## config.mk

```make
export PLATFORM = sky130hd
export DESIGN_NAME = rotary_encoder_wrap_counter_core
export DESIGN_NICKNAME = d
export VERILOG_FILES = /design/src/sv/renc_pkg.sv /design/src/sv/renc_history.sv /design/src/sv/renc_value.sv /design/src/sv/renc_out_buf.sv /design/src/sv/rotary_encoder_wrap_counter_core.sv
export SDC_FILE = /design/constraint.sdc
export NUM_CORES = 1
export LEC_CHECK = 0
export ABC_AREA = 0
export BUFFER_PORTS_ARGS = -buffer_cell sky130_fd_sc_hd__buf_2
export CAP_MARGIN = 20
export CORE_MARGIN = 8
export CORE_UTILIZATION = 47
export CTS_CLUSTER_SIZE = 40
export DETAILED_ROUTE_END_ITERATION = 12
export PLACE_DENSITY_LB_ADDON = 0.2
export SLEW_MARGIN = 20
export SYNTH_ARGS = -nofsm -noshare
export SYNTH_HDL_FRONTEND = slang
export SYNTH_HIERARCHICAL = 1
export SYNTH_SLANG_ARGS = --single-unit
export TNS_END_PERCENT = 100
```

## constraint.sdc

```tcl
create_clock -name clk -period 13.02 [get_ports clk]
set_input_delay 3.906 -clock clk [delete_from_list [all_inputs] [get_ports clk]]
set_output_delay 3.906 -clock clk [all_outputs]
set_load 0.1 [all_outputs]
```

## src/sv/renc_pkg.sv

```systemverilog
// Shared types and constants for the rotary encoder wrap counter.
// No dependencies; imported by every module of the block.
package renc_pkg;

  localparam int VALUE_W = 16;

  typedef logic [VALUE_W-1:0] value_t;

  // Pending turn codes
  typedef enum logic [1:0] {
    TURN_NONE  = 2'd0,
    TURN_RIGHT = 2'd1,
    TURN_LEFT  = 2'd2
  } turn_t;

  // Configuration register indexes
  typedef enum logic [0:0] {
    CFG_MIN_VALUE = 1'b0,
    CFG_MAX_VALUE = 1'b1
  } cfg_reg_t;

  // Level history patterns, oldest pair in the top bits
  localparam logic [7:0] PATTERN_RIGHT = 8'hE1;
  localparam logic [7:0] PATTERN_LEFT  = 8'hD2;

  typedef struct packed {
    logic   pin_a;
    logic   pin_b;
    logic   apply_turn;
    logic   load_enable;
    value_t load_value;
  } in_item_t;

  typedef struct packed {
    value_t      value_out;
    logic [1:0]  turn_pending;
  } out_item_t;

  typedef struct packed {
    value_t min_value;
    value_t max_value;
  } bounds_t;

endpackage

```

## src/sv/renc_history.sv

```systemverilog
// Level history and pending turn tracking for the rotary encoder wrap counter.
// Depends on renc_pkg.
module renc_history
  import renc_pkg::*;
(
  input  logic  clk,
  input  logic  rst_n,
  input  logic  acc,
  input  logic  pin_a,
  input  logic  pin_b,
  input  logic  apply_turn,
  output turn_t pend_new,
  output turn_t pend_nxt
);

  logic [7:0] hist_r;
  logic [7:0] hist_nxt;
  turn_t      pend_r;
  logic [1:0] pair;

  assign pair = {pin_b, pin_a};

  always_comb begin
    hist_nxt = hist_r;
    pend_new = pend_r;
    if (pair != hist_r[1:0]) begin
      hist_nxt = {hist_r[5:0], pair};
      if (hist_nxt == PATTERN_RIGHT) begin
        pend_new = TURN_RIGHT;
      end
      if (hist_nxt == PATTERN_LEFT) begin
        pend_new = TURN_LEFT;
      end
    end
    // apply consumes whatever turn is pending
    pend_nxt = apply_turn ? TURN_NONE : pend_new;
  end

  always_ff @(posedge clk) begin
    if (!rst_n) begin
      hist_r <= '0;
      pend_r <= TURN_NONE;
    end else if (acc) begin
      hist_r <= hist_nxt;
      pend_r <= pend_nxt;
    end
  end

endmodule

```

## src/sv/renc_value.sv

```systemverilog
// Edited value register with load and wrapping increment/decrement.
// Depends on renc_pkg.
module renc_value
  import renc_pkg::*;
(
  input  logic    clk,
  input  logic    rst_n,
  input  logic    acc,
  input  logic    load_enable,
  input  value_t  load_value,
  input  logic    apply_turn,
  input  turn_t   pend_new,
  input  bounds_t bounds,
  output value_t  value_nxt
);

  value_t value_r;
  value_t base;

  always_comb begin
    base      = load_enable ? load_value : value_r;
    value_nxt = base;
    if (apply_turn) begin
      case (pend_new)
        TURN_RIGHT: value_nxt = (base < bounds.max_value) ? base + 16'd1 : bounds.min_value;
        TURN_LEFT:  value_nxt = (base > bounds.min_value) ? base - 16'd1 : bounds.max_value;
        default:    value_nxt = base;
      endcase
    end
  end

  always_ff @(posedge clk) begin
    if (!rst_n) begin
      value_r <= '0;
    end else if (acc) begin
      value_r <= value_nxt;
    end
  end

endmodule

```

## src/sv/renc_out_buf.sv

```systemverilog
// Two-entry result buffer (output register plus skid stage).
// Depends on renc_pkg.
module renc_out_buf
  import renc_pkg::*;
(
  input  logic      clk,
  input  logic      rst_n,
  input  logic      push,
  input  out_item_t push_item,
  output logic      full,
  output logic      out_valid,
  input  logic      out_stall,
  output out_item_t out_item
);

  logic      out_v_r;
  out_item_t out_d_r;
  logic      skid_v_r;
  out_item_t skid_d_r;
  logic      pop;

  assign pop       = out_v_r && !out_stall;
  assign full      = skid_v_r;
  assign out_valid = out_v_r;
  assign out_item  = out_d_r;

  always_ff @(posedge clk) begin
    if (!rst_n) begin
      out_v_r  <= 1'b0;
      skid_v_r <= 1'b0;
    end else begin
      if (skid_v_r) begin
        // drain the skid stage first; no push is taken while it is full
        if (pop) begin
          out_v_r  <= 1'b1;
          skid_v_r <= 1'b0;
        end
      end else if (push) begin
        if (out_v_r && !pop) begin
          skid_v_r <= 1'b1;
        end else begin
          out_v_r <= 1'b1;
        end
      end else if (pop) begin
        out_v_r <= 1'b0;
      end
    end
  end

  always_ff @(posedge clk) begin
    if (skid_v_r) begin
      if (pop) begin
        out_d_r <= skid_d_r;
      end
    end else if (push) begin
      if (out_v_r && !pop) begin
        skid_d_r <= push_item;
      end else begin
        out_d_r <= push_item;
      end
    end
  end

`ifndef SYNTHESIS
  a_skid_implies_out: assert property (@(posedge clk) disable iff (!rst_n)
    skid_v_r |-> out_v_r) else $error("skid holds an item while output is empty");
  a_push_gives_out: assert property (@(posedge clk) disable iff (!rst_n)
    (push && !skid_v_r) |=> out_v_r) else $error("pushed item lost");
  a_no_push_when_full: assert property (@(posedge clk) disable iff (!rst_n)
    (skid_v_r && !pop) |=> skid_v_r && $stable(skid_d_r))
    else $error("skid item changed while held");
`endif

endmodule

```

## src/sv/rotary_encoder_wrap_counter_core.sv

```systemverilog
// Top level of the rotary encoder wrap counter: ports, config registers, glue.
// Depends on renc_pkg, renc_history, renc_value and renc_out_buf.
//
//   channel | direction | handshake          | payload
//   --------+-----------+--------------------+------------------------------
//   in      | input     | in_valid/in_stall  | in_item  (pins, apply, load)
//   out     | output    | out_valid/out_stall| out_item (value, pending turn)
//   cfg     | input     | cfg_valid/cfg_ready| cfg_index, cfg_data
//
// One item per cycle while in_stall is low; its result is registered into the output register, or into
// the skid stage while the output is stalled. The item's whole update (history shift, pattern match, load,
// wrap add) is one combinational pass from the state registers to the state and output registers.
// Synchronous active-low reset clears state, bounds (min 0, max 0xFFFF) and valids.
// in_stall rises only while both the output register and its skid stage are full.
// cfg_ready is always high; write config only while the block is idle.
module rotary_encoder_wrap_counter_core
  import renc_pkg::*;
(
  input  logic      clk,
  input  logic      rst_n,
  // item input
  input  logic      in_valid,
  output logic      in_stall,
  input  in_item_t  in_item,
  // result output
  output logic      out_valid,
  input  logic      out_stall,
  output out_item_t out_item,
  // configuration writes
  input  logic      cfg_valid,
  output logic      cfg_ready,
  input  cfg_reg_t  cfg_index,
  input  value_t    cfg_data
);

  logic      acc;
  logic      buf_full;
  bounds_t   bounds_r;
  turn_t     pend_new;
  turn_t     pend_nxt;
  value_t    value_nxt;
  out_item_t res;

  assign cfg_ready = 1'b1;
  assign in_stall  = buf_full;
  assign acc       = in_valid && !in_stall;

  // Hold the bounds; writes should land only while idle, which the block itself does not enforce
  always_ff @(posedge clk) begin
    if (!rst_n) begin
      bounds_r.min_value <= '0;
      bounds_r.max_value <= '1;
    end else if (cfg_valid && cfg_ready) begin
      unique case (cfg_index)
        CFG_MIN_VALUE: bounds_r.min_value <= cfg_data;
        CFG_MAX_VALUE: bounds_r.max_value <= cfg_data;
        default:       bounds_r <= bounds_r;
      endcase
    end
  end

  // Shift pin levels into the history and latch the pending turn
  renc_history u_history (
    .clk        (clk),
    .rst_n      (rst_n),
    .acc        (acc),
    .pin_a      (in_item.pin_a),
    .pin_b      (in_item.pin_b),
    .apply_turn (in_item.apply_turn),
    .pend_new   (pend_new),
    .pend_nxt   (pend_nxt)
  );

  // Load, then apply the pending turn with wrap between the bounds
  renc_value u_value (
    .clk         (clk),
    .rst_n       (rst_n),
    .acc         (acc),
    .load_enable (in_item.load_enable),
    .load_value  (in_item.load_value),
    .apply_turn  (in_item.apply_turn),
    .pend_new    (pend_new),
    .bounds      (bounds_r),
    .value_nxt   (value_nxt)
  );

  assign res.value_out    = value_nxt;
  assign res.turn_pending = pend_nxt;

  // Result register with a skid stage that takes one more result while the output is stalled
  renc_out_buf u_out_buf (
    .clk       (clk),
    .rst_n     (rst_n),
    .push      (acc),
    .push_item (res),
    .full      (buf_full),
    .out_valid (out_valid),
    .out_stall (out_stall),
    .out_item  (out_item)
  );

endmodule
```

==> qor.csv, run 1 <==
stage,metric,value,unit
die,I/O pins,63,
die,Die Height,131,um
sta,Final min period,8050,ps
worst_hold_path,Hold/Removal Path Class,register to register,
layout,most frequent cells in the layout,"nand2_1 (61), inv_1 (61), buf_2 (61)",
critical_path,Critical Path RT,13120,ps
yosys,library cells used by synthesis,79,
drt,post-route ant nets,0,
die,core area,13100,sq um
yosys,top-area cell type share of the netlist area,18.5,%
die,Total Die Area,17300,sq um
place,routability cong.,0.882,
yosys,"top cells by area, synth","dfxtp_1 (19%), edfxtp_1 (17%), mux2i_1 (7.2%)",
pwr,Net Sw Power,0.000259,W
drt,Vias,4971,
global_route,initial antenna violation count,0,
yosys,"Async S/R FF share, synth",0,%
critical_path,Startpoint Class,input pin,
critical_path,crit path DAT,8150,ps
global_route,number of global-route vias before repair,4898,
yosys,yosys warns,6,
yosys,synthesized cell area,6260,sq um
worst_hold_path,worst min-delay path endpoint,bounds_r[18],
pwr,Sw Share,32.2,%
sta,Clock Skews,11.6,ps
pwr,Pwr Total,0.000806,W
layout,# fillers,1210,
global_route,global route overflow,0,
clock_tree,total CTS buffers,9,
layout,layout cell share with drive strength beyond 1,20.3,%
drt,vias per cell,5.66,
yosys,synthesized flop and latch total,94,
outcome,status,finished clean,
drt,post-detailed-route DRC marker count,0,
critical_path,worst r2r dst,u_out_buf/out_item[9],
critical_path,"slowest stage delay, CP",640,ps
drt,drt pass-1 iters,5,
yosys,Syn Nets,731,
critical_path,slowest CP cell,mux2i_1,
pwr,Flop pwr share,41.5,%
global_route,global-route wire length before repair,24900,um
layout,Area Overhead vs Synth,10.4,%
clock_tree,CTS tree,built,
pwr,VDD IR max,59.9,uV
critical_path,cell breakdown of the critical path,buf_2 > mux2i_1 > inv_1 > ha_1 > nand4_1 > or2_2 > o311ai_1 > buf_4 > and2_0 > a2bb2oi_1 > o21ai_0 > or2_2 > mux2_4,
sta,Least-Margin Pin Slew,939,ps
critical_path,Worst Setup End Kind,register,
layout,Layout Nets,775,
critical_path,FF-to-FF Start,u_value/value_r[12],
die,Die Wd,131,um
flow_run,Max-Cap Viols,0,
layout,final instance area,6910,sq um
sta,Hold Fails Final Rpt,0,
pwr,Int Pwr,0.000547,W
drt,Iteration-0 DRC Markers,314,
clock_tree,# resized after CTS,0,
yosys,leading area contributor after synthesis,dfxtp_1,
die,row count,42,
pwr,PD cells,117,nW/um^2
place,IO Port Bufs,61,
clock_tree,# Post-CTS Setup Buffers,0,
yosys,Mean Syn Cell Area,9.57,sq um
sta,Max Fclk,0.124,GHz
pwr,clock share of power,33.4,%
clock_tree,Max Root-Sink Buffers,2,
critical_path,Worst path most repeated cell,or2_2,
global_route,Tot GR Track Use,17.6,%
clock_tree,CTS Root Cell,clkbuf_16,
yosys,"EDFF count, synth",36,
yosys,Cells after Synth,654,
critical_path,reg2reg setup slack,8900,ps
drt,wire per inst,17.1,um
pwr,logic gate share of total power,25.0,%
global_route,pin count of the biggest net entering global routing,79,
clock_tree,Post-CTS Hold Buffers,0,
pwr,P_leak,3.04,nW
yosys,"Top FF cell, synth",dfxtp_1,
clock_tree,# clock sinks,94,
critical_path,Crit Path Max Fanout,34,
drt,final WL,15100,um
sta,setup violators final,0,
sta,setup_tns,0,ps
sta,RSZ-0062 raised after global routing,no,
clock_tree,H-tree Lvls,3,
sta,Slew Limit Fails,0,
worst_hold_path,hold path start,bounds_r[18],
die,Initial Utilization,47.7,%
place,Post-DP Area,6610,sq um
critical_path,Crit Path Class,input pin to register,
yosys,post-synthesis sequential area ratio,35.8,%
place,DP HPWL,11300,um
clock_tree,"Clk Latency, worst-skew pair",350,ps
sta,final worst-path cycle share,61.8,%
clock_tree,CTS clock-pin slew for the worst setup and hold paths,70,ps
layout,Antenna Cells,0,
sta,Slew HR,37.1,%
critical_path,Worst R2R Path Depth,12,
worst_hold_path,Hold Path Depth,2,
-- layer usage --
layer | global-route usage, % | vias to the layer above | share of wire, % | wire length [um]
li1 | - | 2460 | - | -
met1 | 23.8 | 2307 | 48 | 7270
met2 | 26.1 | 182 | 42 | 6370
met3 | 4.15 | 22 | 7.3 | 1090
met4 | 7.98 | 0 | 2.1 | 323
met5 | 0 | - | 0 | 0
-- worst max-delay path by stage --
stage                startpoint                    end  cells after the start
global route        in_item[16]  u_out_buf/out_item[9]                     13
finish              in_item[16]  u_out_buf/out_item[9]                     13
floorplan           in_item[16]  u_out_buf/out_item[9]                     16
global placement    in_item[16]  u_out_buf/out_item[9]                     13
detailed placement  in_item[16]  u_out_buf/out_item[9]                     13
CTS                 in_item[16]  u_out_buf/out_item[9]                     13
-- cells in the mapped netlist, drive strengths merged, types with 2 or more instances --
cell type  instances
clkbuf            15
a32o               3
a2bb2oi            4
mux2              34
a32oi              4
o21ba              2
edfxtp            36
a21oi             45
nand4b             2
o21ai             21
or4                5
o311ai             2
nand4              9
nor2b              6
ha                35
xnor2             16
and3               7
mux2i             46
o221ai             2
buf               19
nand3             29
nor3              11
nand2             61
and4               2
a221o              6
nor2              18
a31oi              3
o22ai              7
or2                3
a21boi             5
o211ai            19
a21o               2
or3                4
inv               62
nor4               3
o21a               2
nand2b             8
dfxtp             58
nor3b              4
o22a               2
xor2               9
and2               3
a211oi             4
-- through the flow --
step / hold slack [ps] / setup WS [ps] / std cells / utilization (%)
floorplan: 435 / 5180 / 654 / -
global placement: 446 / 4810 / 863 / 50.3
detailed placement: 458 / 4650 / 863 / 50.3
CTS: 468 / 5030 / 879 / 52.6
global route: 482 / 4740 / 879 / 52.6
finish: 465 / 4970 / 879 / 52.6
-- final cells by class --
cell class | instances | area, sq um | share of cell area (%)
Clock inverter | 6 | 66.3 | 0.960
Timing Repair Buffer | 67 | 350 | 5.07
Multi-Input combinational cell | 463 | 3560 | 51.5
Clock buffer | 10 | 239 | 3.46
Tap cell | 176 | 220 | 3.19
Inverter | 63 | 236 | 3.42
Sequential cell | 94 | 2240 | 32.4
-- power groups by stage --
stage | sequential, W | clock, W | combinational (W)
after detailed placement | 0.000342 | 0 | 0.000201
after floorplan | 0.000385 | 0 | 0.000116
after CTS | 0.000335 | 0.000279 | 0.000202
after global routing | 0.000337 | 0.000287 | 0.000220
after global placement | 0.000341 | 0 | 0.000196
final | 0.000335 | 0.000269 | 0.000202
-- sequential cells by signal (all words and copies together), names as in the netlist --
name and count:
u_history/pend_r 2, u_value/value_r 16, u_out_buf/out_item 18, u_out_buf/skid_d_r 18, bounds_r 32, u_out_buf/full 1
u_history/hist_r 6, u_out_buf/out_valid 1
-- logic make-up after synthesis --
logic type | count (synthesis) | synth area share (%)
compound gates | 143 | 16.6
xor+xnor | 25 | 3.50
fa+ha+maj | 35 | 6.99
buf+inv | 97 | 7.39
flops | 94 | 35.8
mux | 80 | 14.7
other cells | 1 | 0.0599
simple gates | 179 | 15.0
-- critical path, delay by kind of cell --
| family | cells | cell delay [ps] |
|---|---|---|
| muxes | 2 | 910 |
| adders and majority gates | 1 | 320 |
| AOI/OAI and AO/OA | 3 | 670 |
| and+or+nand+nor | 4 | 1390 |
| buffers and inverters | 3 | 960 |
Note: power is estimated with default switching activity, not from simulation.
==> run 2, diff against run 1 <==
clock period = 8.4 ns   (was 13.02 ns; I/O delays follow)
==> run 2 against run 1 <==
Clock power rose by 48%. Register-to-register slack got worse by 4600 ps. Critical path type unchanged. Combinational power rose by 55%. Clock skew fell by 3.2 ps. Cell area fell by 0.20%. Critical path depth did not move. Cell count did not move. Utilization fell by 0.10 points. Clock-buffer cell count rose by 1. Highest routed layer unchanged. Die area did not move. Sequential power rose by 55%. Global-route usage barely moved.
==> qor.csv, run 2 (synthesis results as in run 1) <==
stage,metric,value,unit,change
outcome,status,finished clean,,unchanged
global_route,Tot GR Track Use,17.6,%,about the same
drt,Iteration-0 DRC Markers,389,,was 314
sta,setup violators final,0,,unchanged
place,Post-DP Area,6610,sq um,unchanged
clock_tree,CTS tree,built,,unchanged
global_route,global route overflow,0,,unchanged
layout,Antenna Cells,0,,unchanged
layout,Layout Nets,775,,unchanged
sta,Clock Skews,8.38,ps,was 11.6 ps
layout,Area Overhead vs Synth,10.2,%,was 10.4%
flow_run,Max-Cap Viols,0,,unchanged
critical_path,Worst Setup End Kind,register,,unchanged
pwr,P_leak,3.03,nW,was 3.04 nW
drt,drt pass-1 iters,5,,unchanged
worst_hold_path,Hold/Removal Path Class,register to register,,unchanged
critical_path,worst r2r dst,u_out_buf/out_item[9],,unchanged
global_route,global-route wire length before repair,25100,um,was 24900 um
die,Total Die Area,17300,sq um,unchanged
pwr,VDD IR max,80.4,uV,was 59.9 uV
clock_tree,CTS Root Cell,clkbuf_16,,unchanged
critical_path,Startpoint Class,input pin,,unchanged
place,IO Port Bufs,61,,unchanged
critical_path,crit path DAT,6750,ps,was 8150 ps
layout,final instance area,6900,sq um,was 6910 sq um
layout,layout cell share with drive strength beyond 1,20.3,%,unchanged
sta,Slew HR,38.4,%,was 37.1%
worst_hold_path,Hold Path Depth,2,,unchanged
place,dpl cells,863,,unchanged
die,Die Height,131,um,unchanged
die,row count,42,,unchanged
global_route,number of global-route vias before repair,4868,,was 4898
place,DP HPWL,11400,um,was 11300 um
drt,Highest Signal Layer,met4,,unchanged
worst_hold_path,worst min-delay path endpoint,bounds_r[24],,was bounds_r[18]
pwr,PD cells,178,nW/um^2,was 117 nW/um^2
die,core area,13100,sq um,unchanged
die,Die Wd,131,um,unchanged
drt,routed length on met1,7530,um,was 7270 um
sta,final worst-path cycle share,79.2,%,
clock_tree,CTS clock-pin slew for the worst setup and hold paths,70,ps,about the same
global_route,initial antenna violation count,0,,unchanged
die,I/O pins,63,,unchanged
sta,Final min period,6650,ps,
drt,vias per cell,5.67,,was 5.66
critical_path,Crit Path Max Fanout,34,,unchanged
layout,Non-Filler Instances,879,,unchanged
drt,Vias,4988,,was 4971
layout,Final Util,52.5,%,was 52.6%
layout,# fillers,1237,,was 1210
drt,wire per inst,17.3,um,was 17.1 um
clock_tree,Post-CTS Hold Buffers,0,,unchanged
critical_path,reg2reg setup slack,4310,ps,was 8900 ps
die,Initial Utilization,47.7,%,unchanged
drt,post-detailed-route DRC marker count,0,,unchanged
clock_tree,# resized after CTS,0,,unchanged
critical_path,Crit Path Class,input pin to register,,unchanged
drt,Met2 Wirelength,6400,um,was 6370 um
sta,setup_tns,0,ps,unchanged
clock_tree,H-tree Lvls,3,,unchanged
sta,Max Fclk,0.150,GHz,
sta,WHS,472,ps,was 465 ps
critical_path,Critical Path RT,8500,ps,was 13120 ps
clock_tree,Max Root-Sink Buffers,2,,unchanged
layout,Top reg by flops,bounds_r,,unchanged
clock_tree,# clock sinks,94,,unchanged
global_route,pin count of the biggest net entering global routing,79,,unchanged
drt,final WL,15200,um,was 15100 um
sta,Least-Margin Pin Slew,918,ps,was 939 ps
place,routability cong.,0.861,,was 0.882
critical_path,Worst R2R Path Depth,12,,unchanged
drt,WL met3,954,um,was 1090 um
clock_tree,# Post-CTS Setup Buffers,0,,unchanged
clock_tree,"Clk Latency, worst-skew pair",350,ps,about the same
sta,RSZ-0062 raised after global routing,no,,unchanged
layout,most frequent cells in the layout,"nand2_1 (61), inv_1 (61), buf_2 (61)",,unchanged
layout,Largest register FFs,32,,unchanged
clock_tree,total CTS buffers,9,,unchanged
sta,Slew Limit Fails,0,,unchanged
worst_hold_path,hold path start,bounds_r[24],,was bounds_r[18]
sta,Hold Fails Final Rpt,0,,unchanged
drt,post-route ant nets,0,,unchanged
critical_path,FF-to-FF Start,u_value/value_r[12],,unchanged
==> run 2: cell types whose count changed in the layout (fill, tap and decap cells not counted), sizes merged <==
| cell | before | now |
|---|---|---|
| bufinv | 1 | 0 |
| clkbuf | 10 | 11 |
| clkinvlp | 0 | 1 |
| clkinv | 4 | 3 |
==> run 2: report_power, final <==
group / switching [W] / internal, W
registers: 0.0000153 / 0.000504
clock network: 0.000179 / 0.000219
logic: 0.000210 / 0.000104
total: 0.000404 / 0.000826
==> run 2: per-layer routing <==
metal | vias to the layer above | GRT usage, %
met5 | - | 0
met4 | 0 | 7.02
met3 | 25 | 3.58
met2 | 183 | 26.1
met1 | 2319 | 24.4
li1 | 2461 | -
==> run 2: area by class of cell <==
cell class | instances | area, sq um | area share, %
repair buffers | 67 | 350 | 5.08
clock buffers | 11 | 253 | 3.66
multi-input cells | 463 | 3560 | 51.6
clock inverters | 5 | 38.8 | 0.562
flip-flops and latches | 94 | 2240 | 32.5
inverters | 63 | 236 | 3.43
well taps | 176 | 220 | 3.19
==> run 2: worst max-delay path by stage <==
stage	startpoint	end	slack [ps]	depth (start not counted)
3_3_place_gp	in_item[16]	u_out_buf/out_item[9]	1580	13
6_report	in_item[16]	u_out_buf/out_item[9]	1750	13
3_5_place_dp	in_item[16]	u_out_buf/out_item[9]	1450	13
4_1_cts	in_item[16]	u_out_buf/out_item[9]	1830	13
2_1_floorplan	in_item[16]	u_out_buf/out_item[9]	1940	16
5_1_grt	in_item[16]	u_out_buf/out_item[9]	1430	13
==> run 2: worst max-delay path, cell delays in order <==
cell       delay (ps)
buf_2             540
mux2i_1           620
inv_1             200
ha_1              320
nand4_1           120
or2_2             340
o311ai_1          280
buf_4             230
and2_0            610
a2bb2oi_1         240
o21ai_0           130
or2_2             320
mux2_4            270
==> run 2: through the flow <==
| stage | worst slack [ps] | power (W) |
|---|---|---|
| after CTS | 1830 | 0.00124 |
| after global routing | 1430 | 0.00128 |
| after global placement | 1580 | 0.000832 |
| after detailed placement | 1450 | 0.000840 |
| final | 1750 | 0.00123 |
| after floorplan | 1940 | 0.000777 |
==> run 3, diff against run 2 <==
clock period = 5.95 ns   (was 8.4 ns; I/O delays follow)
==> run 3 against run 2 <==
Cell count grew 0.80%. Critical path depth is the same. Global-route usage grew 0.44 points. First-iteration DRC count grew 13%. Register-to-register slack lost 2000 ps. Setup slack lost 1100 ps.
==> qor.csv, run 3 (synthesis results as in run 1) <==
stage,metric,value,unit,change
clock_tree,total CTS buffers,9,,unchanged
layout,layout cell share with drive strength beyond 1,20.8,%,was 20.3%
outcome,status,finished clean,,unchanged
critical_path,Critical Path RT,6060,ps,was 8500 ps
clock_tree,# resized after CTS,0,,unchanged
critical_path,crit path DAT,5420,ps,was 6750 ps
critical_path,cell breakdown of the critical path,buf_2 > mux2i_1 > inv_1 > ha_1 > nand4_1 > or2_2 > o311ai_1 > and2_0 > buf_4 > mux2i_1 > a21oi_1 > a21oi_1 > mux2_4,,was buf_2 > mux2i_1 > inv_1 > ha_1 > nand4_1 > or2_2 > o311ai_1 > buf_4 > and2_0 > a2bb2oi_1 > o21ai_0 > or2_2 > mux2_4
drt,final WL,15500,um,was 15200 um
critical_path,slowest CP cell,buf_2,,was mux2i_1
critical_path,Crit Path Class,input pin to register,,unchanged
worst_hold_path,Hold/Removal Path Class,register to register,,unchanged
global_route,global route overflow,0,,unchanged
drt,wire per inst,17.5,um,was 17.3 um
layout,Final Util,52.9,%,was 52.5%
pwr,P_leak,3.06,nW,was 3.03 nW
pwr,PD cells,253,nW/um^2,was 178 nW/um^2
global_route,global-route wire length before repair,25600,um,was 25100 um
clock_tree,Max Root-Sink Buffers,2,,unchanged
layout,footprint of the multi-input gates,3560,sq um,unchanged
drt,drt pass-1 iters,5,,unchanged
place,IO Port Bufs,61,,unchanged
place,Post-DP Area,6660,sq um,was 6610 sq um
drt,Vias,5030,,was 4988
layout,Antenna Cells,0,,unchanged
clock_tree,H-tree Lvls,3,,unchanged
layout,# fillers,1248,,was 1237
sta,setup_tns,0,ps,unchanged
critical_path,worst path bufs/invs,3,,unchanged
global_route,initial antenna violation count,0,,unchanged
drt,post-route ant nets,0,,unchanged
critical_path,Startpoint Class,input pin,,unchanged
clock_tree,Post-CTS Hold Buffers,0,,unchanged
clock_tree,CTS tree,built,,unchanged
clock_tree,CTS Root Cell,clkbuf_16,,unchanged
sta,final worst-path cycle share,89.2,%,
sta,RSZ-0062 raised after global routing,no,,unchanged
sta,Slew Limit Fails,0,,unchanged
sta,Final min period,5310,ps,
place,routability cong.,0.861,,about the same
die,Initial Utilization,47.7,%,unchanged
clock_tree,# clock sinks,94,,unchanged
die,Die Height,131,um,unchanged
drt,post-detailed-route DRC marker count,0,,unchanged
layout,Largest register FFs,32,,unchanged
critical_path,crit-path leading delay family,simple AND/OR/NAND/NOR gates,,unchanged
clock_tree,"Clk Latency, worst-skew pair",350,ps,about the same
layout,most frequent cells in the layout,"nand2_1 (61), inv_1 (61), buf_2 (61)",,unchanged
die,I/O pins,63,,unchanged
die,Die Wd,131,um,unchanged
drt,Iteration-0 DRC Markers,440,,was 389
drt,vias per cell,5.68,,was 5.67
place,DP HPWL,11800,um,was 11400 um
sta,Clock Skews,5.57,ps,was 8.38 ps
layout,final instance area,6950,sq um,was 6900 sq um
sta,Hold Fails Final Rpt,0,,unchanged
layout,Storage cell area,2240,sq um,unchanged
clock_tree,# Post-CTS Setup Buffers,0,,unchanged
global_route,pin count of the biggest net entering global routing,78,,was 79
sta,setup violators final,0,,unchanged
critical_path,Crit Path Max Fanout,24,,was 34
sta,Max Fclk,0.188,GHz,
layout,Area Overhead vs Synth,11.0,%,was 10.2%
sta,Least-Margin Pin Slew,942,ps,was 918 ps
layout,Layout Nets,782,,was 775
flow_run,Max-Cap Viols,0,,unchanged
die,Total Die Area,17300,sq um,unchanged
global_route,number of global-route vias before repair,4841,,was 4868
global_route,Tot GR Track Use,18.0,%,was 17.6%
layout,Top reg by flops,bounds_r,,unchanged
die,core area,13100,sq um,unchanged
critical_path,"slowest stage delay, CP",430,ps,was 620 ps
critical_path,Worst Setup End Kind,register,,unchanged
clock_tree,CTS clock-pin slew for the worst setup and hold paths,60,ps,was 70 ps
die,row count,42,,unchanged
sta,Slew HR,36.8,%,was 38.4%
pwr,VDD IR max,147,uV,was 80.4 uV
run 3: cell count changes in the layout (fill, tap and decap cells not counted), sizes merged:
cell	before	now
bufinv	0	1
clkinvlp	1	0
buf	67	74
run 3: metal layers:
metal  global-route usage, %  up-vias  share of wire [%]
met3                    3.81       20                5.9
met5                       0        -                  0
met2                    26.6      167                 43
met4                    7.28        0                1.9
met1                    25.1     2364                 49
li1                        -     2479                  -
run 3: layout make-up:
class                   count  area share (%)
multi-input cells         463            51.2
flip-flops and latches     94            32.3
repair buffers             74            5.80
inverters                  63            3.40
clock buffers              11            3.35
well taps                 176            3.17
clock inverters             5           0.828
run 3: path summary, 6_finish.rpt:
check | from | to | slack (ps) | depth (start not counted)
setup reg to reg | u_value/value_r[1] | u_out_buf/out_item[16] | 2300 | 12
setup / recovery | in_item[16] | u_out_buf/out_item[10] | 640 | 13
hold / removal | bounds_r[18] | bounds_r[18] | 450 | 2
hold reg to reg | bounds_r[18] | bounds_r[18] | 450 | 2
run 3: metrics by stage:
| stage | total power [W] | worst slack (ps) | hold WS (ps) | std cells |
|---|---|---|---|---|
| global placement | 0.00118 | 402 | 448 | 870 |
| detailed placement | 0.00119 | 308 | 451 | 870 |
| finish | 0.00176 | 641 | 453 | 886 |
| CTS | 0.00177 | 686 | 460 | 886 |
| floorplan | 0.00110 | 227 | 435 | 654 |
| global route | 0.00184 | 420 | 481 | 886 |
run 3: power breakdown:
part,internal [W],leakage (nW),switching (W)
combinational,0.000151,2.10,0.000299
clock,0.000328,0.144,0.000248
sequential,0.000711,0.823,0.0000220
run 3: worst reg2reg max path: cells and delay by family, from the launching register on:
kind	cells	cell delay (ps)
flops	1	350
buf+inv	2	460
compound gates	5	1040
simple gates	1	530
mux	3	800
fa+ha+maj	1	240
